File: config.mk
export PLATFORM = sky130hd
export DESIGN_NAME = sphere_pair_distance_stats_core
export DESIGN_NICKNAME = d
export VERILOG_FILES = /design/src/design/spds_pkg.sv /design/src/design/spds_sqrt.sv /design/src/design/spds_stats.sv /design/src/design/sphere_pair_distance_stats_core.sv
export VERILOG_INCLUDE_DIRS = /design/src /design/src/design
export SDC_FILE = /design/constraint.sdc
export NUM_CORES = 2
export LEC_CHECK = 0
export ABC_AREA = 1
export CORE_UTILIZATION = 54
export DETAILED_ROUTE_END_ITERATION = 16
export DONT_BUFFER_PORTS = 1
export GPL_TIMING_DRIVEN = 0
export HOLD_SLACK_MARGIN = 0.12
export PLACE_DENSITY = 0.69
export SLEW_MARGIN = 25
export SYNTH_ARGS = -nofsm -noshare
export SYNTH_HDL_FRONTEND = slang
export SYNTH_SLANG_ARGS = --single-unit
File: constraint.sdc
create_clock -name clk -period 24.2 [get_ports clk]
set_clock_uncertainty 0.15 [all_clocks]
set_input_delay 4.84 -clock clk [delete_from_list [all_inputs] [get_ports clk]]
set_output_delay 4.84 -clock clk [all_outputs]
set_load 0.02 [all_outputs]
File: src/design/sphere_pair_distance_stats_core_assert.svh
// Assertion macros shared by the sphere pair distance statistics design.
`ifndef SPHERE_PAIR_DISTANCE_STATS_CORE_ASSERT_SVH
`define SPHERE_PAIR_DISTANCE_STATS_CORE_ASSERT_SVH

// Same-cycle implication, sampled on clk and disabled while arst_n is low.
`define SPDS_ASSERT_IMP(lbl, ante, cons, msg) \
	lbl: assert property (@(posedge clk) disable iff (!arst_n) (ante) |-> (cons)) \
		else $error(msg);

// Next-cycle implication, sampled on clk and disabled while arst_n is low.
`define SPDS_ASSERT_NXT(lbl, ante, cons, msg) \
	lbl: assert property (@(posedge clk) disable iff (!arst_n) (ante) |=> (cons)) \
		else $error(msg);

`endif

File: src/design/spds_pkg.sv
// Shared widths, defaults and types for the sphere pair distance statistics block.
package spds_pkg;

	localparam int FRAC_BITS_DEF     = 16;
	localparam int COORD_BITS_DEF    = 32;

	localparam int PORT_COORD_W      = 32;
	localparam int RADIUS_W          = 31;
	localparam int RSUM_W            = 32;
	localparam int DIST_W            = 33;
	localparam int MAX_W             = 34;
	localparam int MIN_OUT_W         = 30;
	localparam int SUM_W             = 64;
	localparam int HITS_W            = 32;

	// The minimum restarts at 10000.0; the whole part needs 14 bits.
	localparam int MIN_RESET_WHOLE   = 10000;
	localparam int MIN_RESET_WHOLE_W = 14;

	typedef struct packed {
		logic en;
		logic clear;
		logic hit;
	} stat_upd_t;

endpackage

File: src/design/spds_sqrt.sv
// Iterative floor square root, two radicand bits per cycle.
module spds_sqrt #(
	parameter int ROOT_W = spds_pkg::DIST_W
) (
	input  logic                  clk,
	input  logic                  arst_n,
	input  logic                  start,
	input  logic [2*ROOT_W-1:0]   radicand,
	output logic                  busy,
	output logic                  done,
	output logic [ROOT_W-1:0]     root
);

	localparam int RAD_W = 2 * ROOT_W;
	localparam int CNT_W = $clog2(ROOT_W + 1);

	logic [RAD_W-1:0]  rad_q;
	logic [ROOT_W:0]   rem_q;
	logic [ROOT_W-1:0] root_q;
	logic [CNT_W-1:0]  cnt_q;
	logic              busy_q;
	logic              done_q;

	logic [ROOT_W+2:0] rem_sh;
	logic [ROOT_W+2:0] trial;
	logic [ROOT_W+2:0] diff;
	logic              fits;

	// Bring down the next bit pair and try the next root bit.
	always_comb begin
		rem_sh = {rem_q, rad_q[RAD_W-1 -: 2]};
		trial  = {1'b0, root_q, 2'b01};
		fits   = rem_sh >= trial;
		diff   = rem_sh - trial;
	end

	always_ff @(posedge clk or negedge arst_n) begin
		if (!arst_n) begin
			busy_q <= 1'b0;
			done_q <= 1'b0;
			cnt_q  <= '0;
		end else begin
			done_q <= 1'b0;
			if (start) begin
				busy_q <= 1'b1;
				cnt_q  <= CNT_W'(ROOT_W);
			end else if (busy_q) begin
				cnt_q <= cnt_q - 1'b1;
				if (cnt_q == CNT_W'(1)) begin
					busy_q <= 1'b0;
					done_q <= 1'b1;
				end
			end
		end
	end

	always_ff @(posedge clk) begin
		if (start) begin
			rad_q  <= radicand;
			rem_q  <= '0;
			root_q <= '0;
		end else if (busy_q) begin
			rad_q <= {rad_q[RAD_W-3:0], 2'b00};
			if (fits) begin
				rem_q  <= diff[ROOT_W:0];
				root_q <= {root_q[ROOT_W-2:0], 1'b1};
			end else begin
				rem_q  <= rem_sh[ROOT_W:0];
				root_q <= {root_q[ROOT_W-2:0], 1'b0};
			end
		end
	end

	assign busy = busy_q;
	assign done = done_q;
	assign root = root_q;

endmodule

File: src/design/spds_stats.sv
// Running maximum, minimum, saturating sum and saturating collision count.
module spds_stats #(
	parameter int FRAC_BITS = spds_pkg::FRAC_BITS_DEF
) (
	input  logic                                  clk,
	input  logic                                  arst_n,
	input  spds_pkg::stat_upd_t                   upd,
	input  logic [spds_pkg::DIST_W-1:0]           dist_val,
	output logic signed [spds_pkg::MAX_W-1:0]     max_dist,
	output logic [spds_pkg::MIN_OUT_W-1:0]        min_dist,
	output logic [spds_pkg::SUM_W-1:0]            sum_dist,
	output logic [spds_pkg::HITS_W-1:0]           hits
);

	localparam int MW    = spds_pkg::MAX_W;
	localparam int DW    = spds_pkg::DIST_W;
	localparam int SW    = spds_pkg::SUM_W;
	localparam int HW    = spds_pkg::HITS_W;
	localparam int MIN_W = (FRAC_BITS + spds_pkg::MIN_RESET_WHOLE_W > DW) ?
		FRAC_BITS + spds_pkg::MIN_RESET_WHOLE_W : DW;

	localparam logic signed [MW-1:0] MAX_RST = MW'(-(longint'(1) << FRAC_BITS));
	localparam logic [MIN_W-1:0] MIN_RST =
		MIN_W'(longint'(spds_pkg::MIN_RESET_WHOLE) << FRAC_BITS);

	logic signed [MW-1:0] max_q;
	logic [MIN_W-1:0]     min_q;
	logic [SW-1:0]        sum_q;
	logic [HW-1:0]        hits_q;

	logic signed [MW-1:0] base_max;
	logic [MIN_W-1:0]     base_min;
	logic [SW-1:0]        base_sum;
	logic [HW-1:0]        base_hits;
	logic signed [MW-1:0] dist_s;
	logic [SW:0]          sum_ext;

	// A clear restores the start values before this transaction is counted.
	always_comb begin
		base_max  = upd.clear ? MAX_RST : max_q;
		base_min  = upd.clear ? MIN_RST : min_q;
		base_sum  = upd.clear ? '0 : sum_q;
		base_hits = upd.clear ? '0 : hits_q;
		dist_s    = signed'(MW'(dist_val));
		sum_ext   = {1'b0, base_sum} + (SW + 1)'(dist_val);
	end

	always_ff @(posedge clk or negedge arst_n) begin
		if (!arst_n) begin
			max_q  <= MAX_RST;
			min_q  <= MIN_RST;
			sum_q  <= '0;
			hits_q <= '0;
		end else if (upd.en) begin
			max_q  <= (dist_s > base_max) ? dist_s : base_max;
			min_q  <= (MIN_W'(dist_val) < base_min) ? MIN_W'(dist_val) : base_min;
			sum_q  <= sum_ext[SW] ? '1 : sum_ext[SW-1:0];
			hits_q <= (upd.hit && (base_hits != '1)) ? base_hits + 1'b1 : base_hits;
		end
	end

	assign max_dist = max_q;
	assign min_dist = min_q[spds_pkg::MIN_OUT_W-1:0];
	assign sum_dist = sum_q;
	assign hits     = hits_q;

endmodule

File: src/design/sphere_pair_distance_stats_core.sv
// Top level of the sphere pair distance statistics block: sequencer, squaring and output.
//
// Each input transaction carries two spheres (centres and radii in Q16.16) and a
// clear flag. The block squares the three centre differences on one multiplier,
// takes the floor square root of their sum on a single two-bit-per-cycle root
// unit, and then updates the running maximum, minimum, saturating distance sum
// and saturating collision count. One result transaction leaves for every input
// transaction; its statistics fields show the values after this pair was
// counted, with a clear applied before the pair. The block works on one pair at
// a time: after an accept it squares and sums the centre differences in the
// multiply-accumulate, runs the root unit and updates the statistics, and it
// takes the next pair only once back in idle. A finished result sits in an output
// register, so the next pair can be taken while it waits; only when a second
// result is ready before the first has been taken does the sequencer hold.
// Coordinates use their low COORD_BITS bits as a two's complement value.
module sphere_pair_distance_stats_core #(
	parameter int FRAC_BITS  = spds_pkg::FRAC_BITS_DEF,
	parameter int COORD_BITS = spds_pkg::COORD_BITS_DEF
) (
	input  logic                                      clk,
	input  logic                                      arst_n,
	input  logic                                      in_valid,
	output logic                                      in_ready,
	input  logic signed [spds_pkg::PORT_COORD_W-1:0]  first_x,
	input  logic signed [spds_pkg::PORT_COORD_W-1:0]  first_y,
	input  logic signed [spds_pkg::PORT_COORD_W-1:0]  first_z,
	input  logic [spds_pkg::RADIUS_W-1:0]             first_radius,
	input  logic signed [spds_pkg::PORT_COORD_W-1:0]  second_x,
	input  logic signed [spds_pkg::PORT_COORD_W-1:0]  second_y,
	input  logic signed [spds_pkg::PORT_COORD_W-1:0]  second_z,
	input  logic [spds_pkg::RADIUS_W-1:0]             second_radius,
	input  logic                                      clear_stats,
	output logic                                      out_valid,
	input  logic                                      out_ready,
	output logic [spds_pkg::DIST_W-1:0]               pair_distance,
	output logic                                      collided,
	output logic signed [spds_pkg::MAX_W-1:0]         largest_distance,
	output logic [spds_pkg::MIN_OUT_W-1:0]            smallest_distance,
	output logic [spds_pkg::SUM_W-1:0]                distance_total,
	output logic [spds_pkg::HITS_W-1:0]               collision_total
);

	`include "sphere_pair_distance_stats_core_assert.svh"

	localparam int CB     = COORD_BITS;
	localparam int ROOT_W = CB + 1;
	localparam int RAD_W  = 2 * ROOT_W;
	localparam int DW     = spds_pkg::DIST_W;
	localparam int RSW    = spds_pkg::RSUM_W;

	localparam logic [2:0] ST_IDLE      = 3'd0;
	localparam logic [2:0] ST_SQUARE    = 3'd1;
	localparam logic [2:0] ST_ROOT_GO   = 3'd2;
	localparam logic [2:0] ST_ROOT_WAIT = 3'd3;
	localparam logic [2:0] ST_UPDATE    = 3'd4;

	localparam logic [1:0] SQ_LAST = 2'd3;

	logic [2:0]          state_q;
	logic [2:0]          state_d;
	logic [1:0]          sq_cnt_q;
	logic [2:0][CB-1:0]  delta_q;
	logic [RSW-1:0]      rsum_q;
	logic                clear_q;
	logic [2*CB-1:0]     prod_q;
	logic [RAD_W-1:0]    acc_q;
	logic                out_valid_q;
	logic [DW-1:0]       pair_distance_q;
	logic                collided_q;

	logic [2:0][CB-1:0]  delta_d;
	logic [2:0][CB:0]    coord_a;
	logic [2:0][CB:0]    coord_b;
	logic [2:0][CB:0]    coord_diff;
	logic [CB-1:0]       mul_sel;
	logic                in_xfer;
	logic                root_start;
	logic                root_busy;
	logic                root_done;
	logic [ROOT_W-1:0]   root;
	logic [DW-1:0]       dist_val;
	logic                hit;
	logic                out_free;
	spds_pkg::stat_upd_t upd;

	assign in_ready = (state_q == ST_IDLE);
	assign in_xfer  = in_valid && in_ready;
	assign out_free = !out_valid_q || out_ready;

	// Sign-extend the low COORD_BITS of each coordinate by one bit, then take
	// the magnitude of the difference; it always fits in COORD_BITS bits.
	always_comb begin
		coord_a[0] = {first_x[CB-1], first_x[CB-1:0]};
		coord_a[1] = {first_y[CB-1], first_y[CB-1:0]};
		coord_a[2] = {first_z[CB-1], first_z[CB-1:0]};
		coord_b[0] = {second_x[CB-1], second_x[CB-1:0]};
		coord_b[1] = {second_y[CB-1], second_y[CB-1:0]};
		coord_b[2] = {second_z[CB-1], second_z[CB-1:0]};
		for (int k = 0; k < 3; k++) begin
			coord_diff[k] = coord_a[k] - coord_b[k];
			delta_d[k]    = coord_diff[k][CB] ? CB'(-coord_diff[k]) : coord_diff[k][CB-1:0];
		end
	end

	// The multiplier walks the three deltas; its product is registered and
	// folded into the radicand on the next cycle.
	always_comb begin
		case (sq_cnt_q)
			2'd0:    mul_sel = delta_q[0];
			2'd1:    mul_sel = delta_q[1];
			default: mul_sel = delta_q[2];
		endcase
	end

	assign dist_val = DW'(root);
	assign hit      = {1'b0, rsum_q} >= dist_val;

	always_comb begin
		state_d    = state_q;
		root_start = 1'b0;
		upd        = '0;
		unique case (state_q)
			ST_IDLE: begin
				if (in_valid) begin
					state_d = ST_SQUARE;
				end
			end
			ST_SQUARE: begin
				if (sq_cnt_q == SQ_LAST) begin
					state_d = ST_ROOT_GO;
				end
			end
			ST_ROOT_GO: begin
				root_start = 1'b1;
				state_d    = ST_ROOT_WAIT;
			end
			ST_ROOT_WAIT: begin
				if (root_done) begin
					state_d = ST_UPDATE;
				end
			end
			ST_UPDATE: begin
				// The statistics registers feed the output directly, so they
				// may only move once the previous result has gone.
				if (out_free) begin
					upd.en    = 1'b1;
					upd.clear = clear_q;
					upd.hit   = hit;
					state_d   = ST_IDLE;
				end
			end
			default: begin
				state_d = ST_IDLE;
			end
		endcase
	end

	always_ff @(posedge clk or negedge arst_n) begin
		if (!arst_n) begin
			state_q     <= ST_IDLE;
			sq_cnt_q    <= '0;
			out_valid_q <= 1'b0;
		end else begin
			state_q <= state_d;
			if (in_xfer) begin
				sq_cnt_q <= '0;
			end else if (state_q == ST_SQUARE) begin
				sq_cnt_q <= sq_cnt_q + 1'b1;
			end
			if (upd.en) begin
				out_valid_q <= 1'b1;
			end else if (out_ready) begin
				out_valid_q <= 1'b0;
			end
		end
	end

	always_ff @(posedge clk) begin
		if (in_xfer) begin
			delta_q <= delta_d;
			rsum_q  <= RSW'(first_radius) + RSW'(second_radius);
			clear_q <= clear_stats;
			acc_q   <= '0;
		end else if (state_q == ST_SQUARE) begin
			prod_q <= mul_sel * mul_sel;
			if (sq_cnt_q != 2'd0) begin
				acc_q <= acc_q + RAD_W'(prod_q);
			end
		end
		if (upd.en) begin
			pair_distance_q <= dist_val;
			collided_q      <= hit;
		end
	end

	spds_sqrt #(
		.ROOT_W (ROOT_W)
	) u_sqrt (
		.clk      (clk),
		.arst_n   (arst_n),
		.start    (root_start),
		.radicand (acc_q),
		.busy     (root_busy),
		.done     (root_done),
		.root     (root)
	);

	spds_stats #(
		.FRAC_BITS (FRAC_BITS)
	) u_stats (
		.clk      (clk),
		.arst_n   (arst_n),
		.upd      (upd),
		.dist_val (dist_val),
		.max_dist (largest_distance),
		.min_dist (smallest_distance),
		.sum_dist (distance_total),
		.hits     (collision_total)
	);

	assign out_valid     = out_valid_q;
	assign pair_distance = pair_distance_q;
	assign collided      = collided_q;

	`SPDS_ASSERT_IMP(a_idle_root_quiet, in_ready, !root_busy, "root unit busy while idle")
	`SPDS_ASSERT_IMP(a_done_in_wait, root_done, state_q == ST_ROOT_WAIT, "root done out of step")
	`SPDS_ASSERT_IMP(a_update_free, upd.en, out_free, "result register overwritten")
	`SPDS_ASSERT_NXT(a_accept_square, in_xfer, (state_q == ST_SQUARE) && (sq_cnt_q == 2'd0),
		"accept did not start squaring")

endmodule

## After elaboration in Yosys (flattened, before gate mapping)

Index checks and enable logic that the tools add are counted.

| cells by class | value |
|---|---|
| add/sub/neg operators | 13 |
| $mul | 1 |
| magnitude comparators | 4 |
| equality and inequality tests | 12 |
| muxes and demuxes | 36 |
| bitwise operators | 1 |
| reductions and logical operators | 13 |

Operators with widths:

| operator | number |
|---|---|
| 32-bit two-way mux | 5 |
| 66-bit two-way mux | 2 |
| 64-bit two-way mux | 2 |
| 34-bit two-way mux | 3 |
| 32-bit by 32-bit subtractor with 33-bit output | 3 |
| 32-bit negator | 3 |
| 66-bit by 64-bit adder with 66-bit output | 1 |
| 33-bit two-way mux | 2 |
| 64-bit by 33-bit adder with 65-bit output | 1 |
| 32-bit by 32-bit multiplier with 64-bit output | 1 |
| 32-bit case mux with 2 select lines | 1 |
| 36-bit by 35-bit >= comparator with 1-bit output | 1 |
| 34-bit > comparator | 1 |
| 34-bit subtractor | 1 |
| 32-bit by 33-bit >= comparator with 1-bit output | 1 |
| 33-bit < comparator | 1 |
| 31-bit by 31-bit adder with 32-bit output | 1 |
| 32-bit by 1-bit adder with 32-bit output (second input constant) | 1 |
| 32-bit inequality test (second input constant) | 1 |
| 3-bit two-way mux | 6 |
| 3-bit case mux with 5 select lines | 1 |
| 6-bit two-way mux | 2 |
| 1-bit two-way mux | 10 |
| 2-bit nonzero test | 4 |
| 19 further kinds | 25 |

| word-level totals | value |
|---|---|
| flip-flop bits (word level) | 603 |
| input bits | 259 |

## Longest topological paths before layout

| depth | value |
|---|---|
| word-level depth | 8 |
| depth in mapped cells | 40 |
| gate-level depth less buffers | 37 |

## By module

A second synthesis with hierarchy kept.

| second synthesis, totals | value |
|---|---|
| cell total of the unflattened synthesis | 11,388 |
| area total of the unflattened synthesis | 80,652.4 um2 |

Modules (own cells, without submodules):

| module | instances | cells an instance | area an instance (um2) | seq. area each (um2) |
|---|---|---|---|---|
| sphere_pair_distance_stats_core | 1 | 7,721 | 57,206.1 | 8,257.9 |
| spds_stats | 1 | 2,502 | 15,127.0 | 4,107.7 |
| spds_sqrt | 1 | 1,165 | 8,319.2 | 3,523.4 |

## Worst setup path after synthesis

Ideal clock, no wire load.

| path | value |
|---|---|
| path type | in2reg |
| from | in in_valid |
| to | reg clear_q, enable pin |
| arrival time | 9.004 ns |
| required time | 23.506 ns |
| path slack | 14.502 ns |
| stages on the path | 4 |
| cell sequence | nand2_1 > inv_1 > clkbuf_1 > clkbuf_1 |

| on the way | value |
|---|---|
| cells in the longest elaborated chain, start to end | 1 |

Ends and longest elaborated chain:

| element | line | text |
|---|---|---|
| from (decl) | sphere_pair_distance_stats_core.sv:22 | `input logic in_valid,` |
| 1-bit logical AND | sphere_pair_distance_stats_core.sv:87 | `assign in_xfer = in_valid && in_ready;` |
| named net in_xfer | sphere_pair_distance_stats_core.sv:76 | `logic in_xfer;` |
| to (signal assigned) | sphere_pair_distance_stats_core.sv:182 | `clear_q <= clear_stats;` |
| to (decl) | sphere_pair_distance_stats_core.sv:64 | `logic clear_q;` |

The timed path passes the listed nets, and every way through them passes these cells.
A chain may end at the register's enable or synchronous reset.

## Final worst setup path

| path | value |
|---|---|
| from | reg sq_cnt_q[0] |
| to | reg prod_q[60] (data pin) |

| on the way | value |
|---|---|
| cells in the longest elaborated chain, start to end | 3 |
| elaborated cells on any way between the ends | 4 |
| classes of those cells | 1 x mul; 1 x eq/ne; 1 x mux; 1 x reduce/logical |

Ends and longest elaborated chain:

| element | line | text |
|---|---|---|
| from (decl) | sphere_pair_distance_stats_core.sv:61 | `logic [1:0] sq_cnt_q;` |
| from (signal assigned) | sphere_pair_distance_stats_core.sv:168 | `sq_cnt_q <= sq_cnt_q + 1'b1;` |
| 2-bit by 1-bit == test with 1-bit output / 2-bit zero test (equally long branches) | sphere_pair_distance_stats_core.sv:108 | `case (sq_cnt_q)` |
| 32-bit case mux with 2 select lines (*) | sphere_pair_distance_stats_core.sv:108 |  |
| 32-bit by 32-bit multiplier with 64-bit output (*) | sphere_pair_distance_stats_core.sv:185 | `prod_q <= mul_sel * mul_sel;` |
| to (signal assigned) | sphere_pair_distance_stats_core.sv:185 |  |
| to (decl) | sphere_pair_distance_stats_core.sv:65 | `logic [2*CB-1:0] prod_q;` |

Mark *: on every way between the ends. The rest lies on a longest branch, timed or not.

==> out/summary.md <==
Setup violations remaining at the end of the flow were counted as 0. The data arrival at the endpoint of the critical path came out at 11.75 ns. The count of maximum capacitance violations was 0; the global-route wire length before repair was 409000 um.

For this block, the routed nets add up to 268000 um of wire. The flow ran to the end, and the final reports show no timing, DRC or antenna violations. The top achievable clock speed is 87.1 MHz, and the power per unit of standard cell area is 32.3 nW/um2. The final number of max-transition violations is 0, and the share of final-layout standard cells stronger than drive strength 1 is 2.64%. At the end of the flow the core is filled with cells to 58.0%. Setup repair after global routing left no endpoint under its margin. In this run the worst path has a maximum fanout of 10. The global placement routability congestion was 1.01; the area enclosed by the die boundary was 149000 um2. The tools report the depth of the CTS H-tree as 3. Across every metal layer, demand over resource in global routing totals 36.1%. Setup slack on the worst reg-to-reg path comes out at 12.71 ns. Counting every net in the synthesized netlist gives 12800. The worst vdd rail ir drop was 0.0457 mV. For this run, design rule violations remaining after detail routing come to 0. The logs give 20.0% for the sequential cell area fraction in the yosys report and 79400 um2 for the summed instance area of the synthesized netlist. The leftover overflow at the end of global routing was 0; the post-synthesis instance total was 11000.

CTS placed an instance of sky130_fd_sc_hd__clkbuf_16 at the clock tree root. The buffer count from post-CTS setup fixing was 0. The chip width was 385 um. Largest stage delay on the critical path: 0.88 ns. The count of nets left with antenna violations after detail routing is 0, and the number of buffers added on ports is 0. The floorplan has 140 rows. The most used flip-flop cell after synthesis is sky130_fd_sc_hd__edfxtp_1.

The number of global-route vias before repair is 71800. Gates resized during post-CTS repair numbered 0. At the end of the flow, the number of nets in the layout was 12800.

Number of antenna violations at the first check in global routing: 1. The number of clock buffers inserted by TritonCTS is 72, and the clock net sink count is 602. The count of endpoints failing hold in the final timing report was 0. The multi-input combinational cell area was 52900 um2; the largest net degree at the start of global routing was 178. Share of the cycle needed by the critical path after routing: 47.5%. STA classifies the critical path endpoint as a flip-flop. After clock tree synthesis, the flow added hold-fix buffers numbering 0.

The number of top-level pins was 455. In this run, synthesis inferred 292 flip-flops with an integrated enable. Using the TritonRoute via totals, the vias-per-cell ratio works out to 5.46. Fill cell total of the finished layout: 14100. The final critical delay including setup and external delays works out to 11.49 ns.

The startpoint class of the critical path is a flip-flop. For the pin with the worst max-slew slack, the measured transition is 1.24 ns. The final route contains 71500 vias. The starting DRC count in detailed routing was 5925; the placed cell area was 81900 um2. The tools report the maximum buffer depth of the clock tree as 3.

The slowest stage of the critical path belongs to the cell sky130_fd_sc_hd__buf_1. The share of synthesized registers carrying an async set or reset was 29.4%; the aggregate negative setup slack was 0 ns. The run gives 24.46 ns as the required arrival time at the worst endpoint. Averaged over all synthesized cells, the footprint is 7.19 um2. After detailed routing, the average wire length per cell comes to 20.5 um.

Yosys printed 0 warnings. Summing all non-filler instances in the final layout gives an area of 84500 um2. The type of the setup path with the least slack is reg2reg. The run gives 17.5% as the worst slew margin relative to its limit.

Detailed placement finished with a half-perimeter wire length of 222000 um. TritonCTS built the clock tree. The path type of the worst min-delay path is reg2reg.

For this configuration, the core starts out at a cell density of 54.5%. Measured along the y axis, the die boundary spans 385 um. Number of inserted diodes: 0.

At the later pin of the worst-skew pair, clock insertion delay measures 0.74 ns. The logs give 15900 um2 for the flip-flop and latch area and 146000 um2 for the area of the core region. Counting flops and latches in the post-synthesis netlist gives 602. The first TritonRoute pass finished after 6 iterations. The completed layout was analyzed and its total power is 2.73 mW.

The number of distinct library cells after synthesis is 55, and the area added between synthesis and finish is 6.51%. The static leakage is 46.6 nW, and the register clock-pin slew on the reported worst setup and hold paths is 0.06 ns.
[Yosys cell counts, types with 36 or more instances]
library cell / count / share of area [%]
sky130_fd_sc_hd__edfxtp_1: 292 / 11
sky130_fd_sc_hd__xor2_1: 240 / 2.6
sky130_fd_sc_hd__buf_4: 40 / 0.38
sky130_fd_sc_hd__a21oi_1: 487 / 3.1
sky130_fd_sc_hd__clkbuf_1: 178 / 0.84
sky130_fd_sc_hd__o21ai_0: 365 / 2.3
sky130_fd_sc_hd__a31oi_1: 36 / 0.28
sky130_fd_sc_hd__nor2_1: 875 / 4.1
sky130_fd_sc_hd__o21ai_1: 74 / 0.47
sky130_fd_sc_hd__a21o_1: 42 / 0.40
sky130_fd_sc_hd__inv_1: 2478 / 12
sky130_fd_sc_hd__dfxtp_1: 133 / 3.4
sky130_fd_sc_hd__fa_1: 805 / 20
sky130_fd_sc_hd__ha_1: 651 / 10
sky130_fd_sc_hd__nand3_1: 529 / 3.3
sky130_fd_sc_hd__dfrtp_1: 154 / 4.9
sky130_fd_sc_hd__nand2_1: 2958 / 14
sky130_fd_sc_hd__o21bai_1: 57 / 0.54
sky130_fd_sc_hd__nand4_1: 100 / 0.79
sky130_fd_sc_hd__xnor2_1: 84 / 0.93
sky130_fd_sc_hd__nor3_1: 100 / 0.63
[critical path: cells and delay by family (launching register included)]
kind,cells,cell delay (ns)
buffers and inverters,12,3.15
AOI/OAI and AO/OA,2,0.61
and+or+nand+nor,7,1.76
DFF,1,0.38
adders and majority gates,10,4.98
xor gates and xnor gates,1,0.19
[sequential cells by signal, indices dropped and copies added (netlist names)]
signal and count:
rsum_q 32, u_sqrt.rem_q 34, u_sqrt.done 1, u_stats.min_q 33
u_stats.max_dist 34, u_sqrt.cnt_q 6, u_stats.sum_dist 64, collided 1
u_sqrt.rad_q 66, prod_q 63, sq_cnt_q 2, out_valid 1
state_q 3, clear_q 1, u_sqrt.busy 1, delta_q 96
acc_q 66, u_stats.hits 32, u_sqrt.root 33, pair_distance 33
[metal layers]
| metal | GRT usage [%] | share of wire, % | vias up |
|---|---|---|---|
| li1 | - | - | 34100 |
| met1 | 46.2 | 41 | 33800 |
| met2 | 59.2 | 46 | 2889 |
| met3 | 6.29 | 8.3 | 651 |
| met4 | 17.1 | 5.4 | 0 |
| met5 | 0 | 0 | - |
[worst paths after layout]
kind / startpoint / depth (start not counted) / end
max in group asynchronous: arst_n / 0 / u_stats.min_q[29]$_DFFE_PN1P_
worst min-delay path: u_sqrt.rem_q[33]$_SDFFE_PP0P_ / 2 / u_sqrt.rem_q[33]$_SDFFE_PP0P_
worst max register to register: sq_cnt_q[0]$_DFFE_PN0P_ / 32 / prod_q[60]$_DFFE_PP_
min in group asynchronous: arst_n / 0 / u_stats.sum_dist[8]$_DFFE_PN0P_
worst max-delay path: sq_cnt_q[0]$_DFFE_PN0P_ / 32 / prod_q[60]$_DFFE_PP_
worst min register to register: u_sqrt.rem_q[33]$_SDFFE_PP0P_ / 2 / u_sqrt.rem_q[33]$_SDFFE_PP0P_
[final cells by class]
type | instances | area share [%]
sequential | 602 | 18.8
clock inverter | 45 | 0.739
buffer | 280 | 1.52
timing repair buffer | 11 | 0.189
tap | 1917 | 2.84
clock buffer | 88 | 2.32
inverter | 2489 | 11.1
multi-input combinational | 7664 | 62.5
[through the flow]
step                setup WS, ns  cells  hold slack [ns]
floorplan                  14.50  11000            0.295
global placement           12.03  13000            0.310
detailed placement         13.11  13000            0.316
CTS                        13.09  13100            0.327
global route               12.60  13100            0.342
finish                     12.71  13100            0.323
[cell usage in the layout (no fill, tap or decap), types with 36 or more instances in the layout]
cell | Yosys | final
sky130_fd_sc_hd__buf_4 | 40 | 46
sky130_fd_sc_hd__o21bai_1 | 57 | 57
sky130_fd_sc_hd__nand3_1 | 529 | 529
sky130_fd_sc_hd__ha_1 | 651 | 651
sky130_fd_sc_hd__clkbuf_16 | 0 | 73
sky130_fd_sc_hd__inv_1 | 2478 | 2477
sky130_fd_sc_hd__nand4_1 | 100 | 100
sky130_fd_sc_hd__a21o_1 | 42 | 42
sky130_fd_sc_hd__xor2_1 | 240 | 240
sky130_fd_sc_hd__edfxtp_1 | 292 | 292
sky130_fd_sc_hd__xnor2_1 | 84 | 84
sky130_fd_sc_hd__a31oi_1 | 36 | 36
sky130_fd_sc_hd__nor2_1 | 875 | 875
sky130_fd_sc_hd__dfrtp_1 | 154 | 154
sky130_fd_sc_hd__a21oi_1 | 487 | 487
sky130_fd_sc_hd__o21ai_1 | 74 | 74
sky130_fd_sc_hd__fa_1 | 805 | 805
sky130_fd_sc_hd__clkbuf_1 | 178 | 177
sky130_fd_sc_hd__dfxtp_1 | 133 | 133
sky130_fd_sc_hd__nor3_1 | 100 | 99
sky130_fd_sc_hd__o21ai_0 | 365 | 365
sky130_fd_sc_hd__buf_2 | 35 | 36
sky130_fd_sc_hd__nand2_1 | 2958 | 2958
[report_power, final]
group          leakage (nW)  total, mW  internal, mW  switching [mW]
clock                  1.26       1.18         0.681           0.498
sequential             5.53       1.11          1.09          0.0174
combinational          39.8      0.439         0.143           0.296
[cell families (layout without fill, tap and decap cells)]
| logic type | count (synthesis) | after routing | synth area share (%) |
|---|---|---|---|
| DFF | 602 | 602 | 20.0 |
| xor gates and xnor gates | 325 | 325 | 3.60 |
| adders and majority gates | 1456 | 1456 | 30.6 |
| buffers and inverters | 2769 | 2913 | 13.4 |
| AOI/OAI and AO/OA | 1213 | 1213 | 8.56 |
| and+or+nand+nor | 4669 | 4669 | 23.9 |
| muxes | 1 | 1 | 0.0142 |
Note: power is estimated with default switching activity, not from simulation.
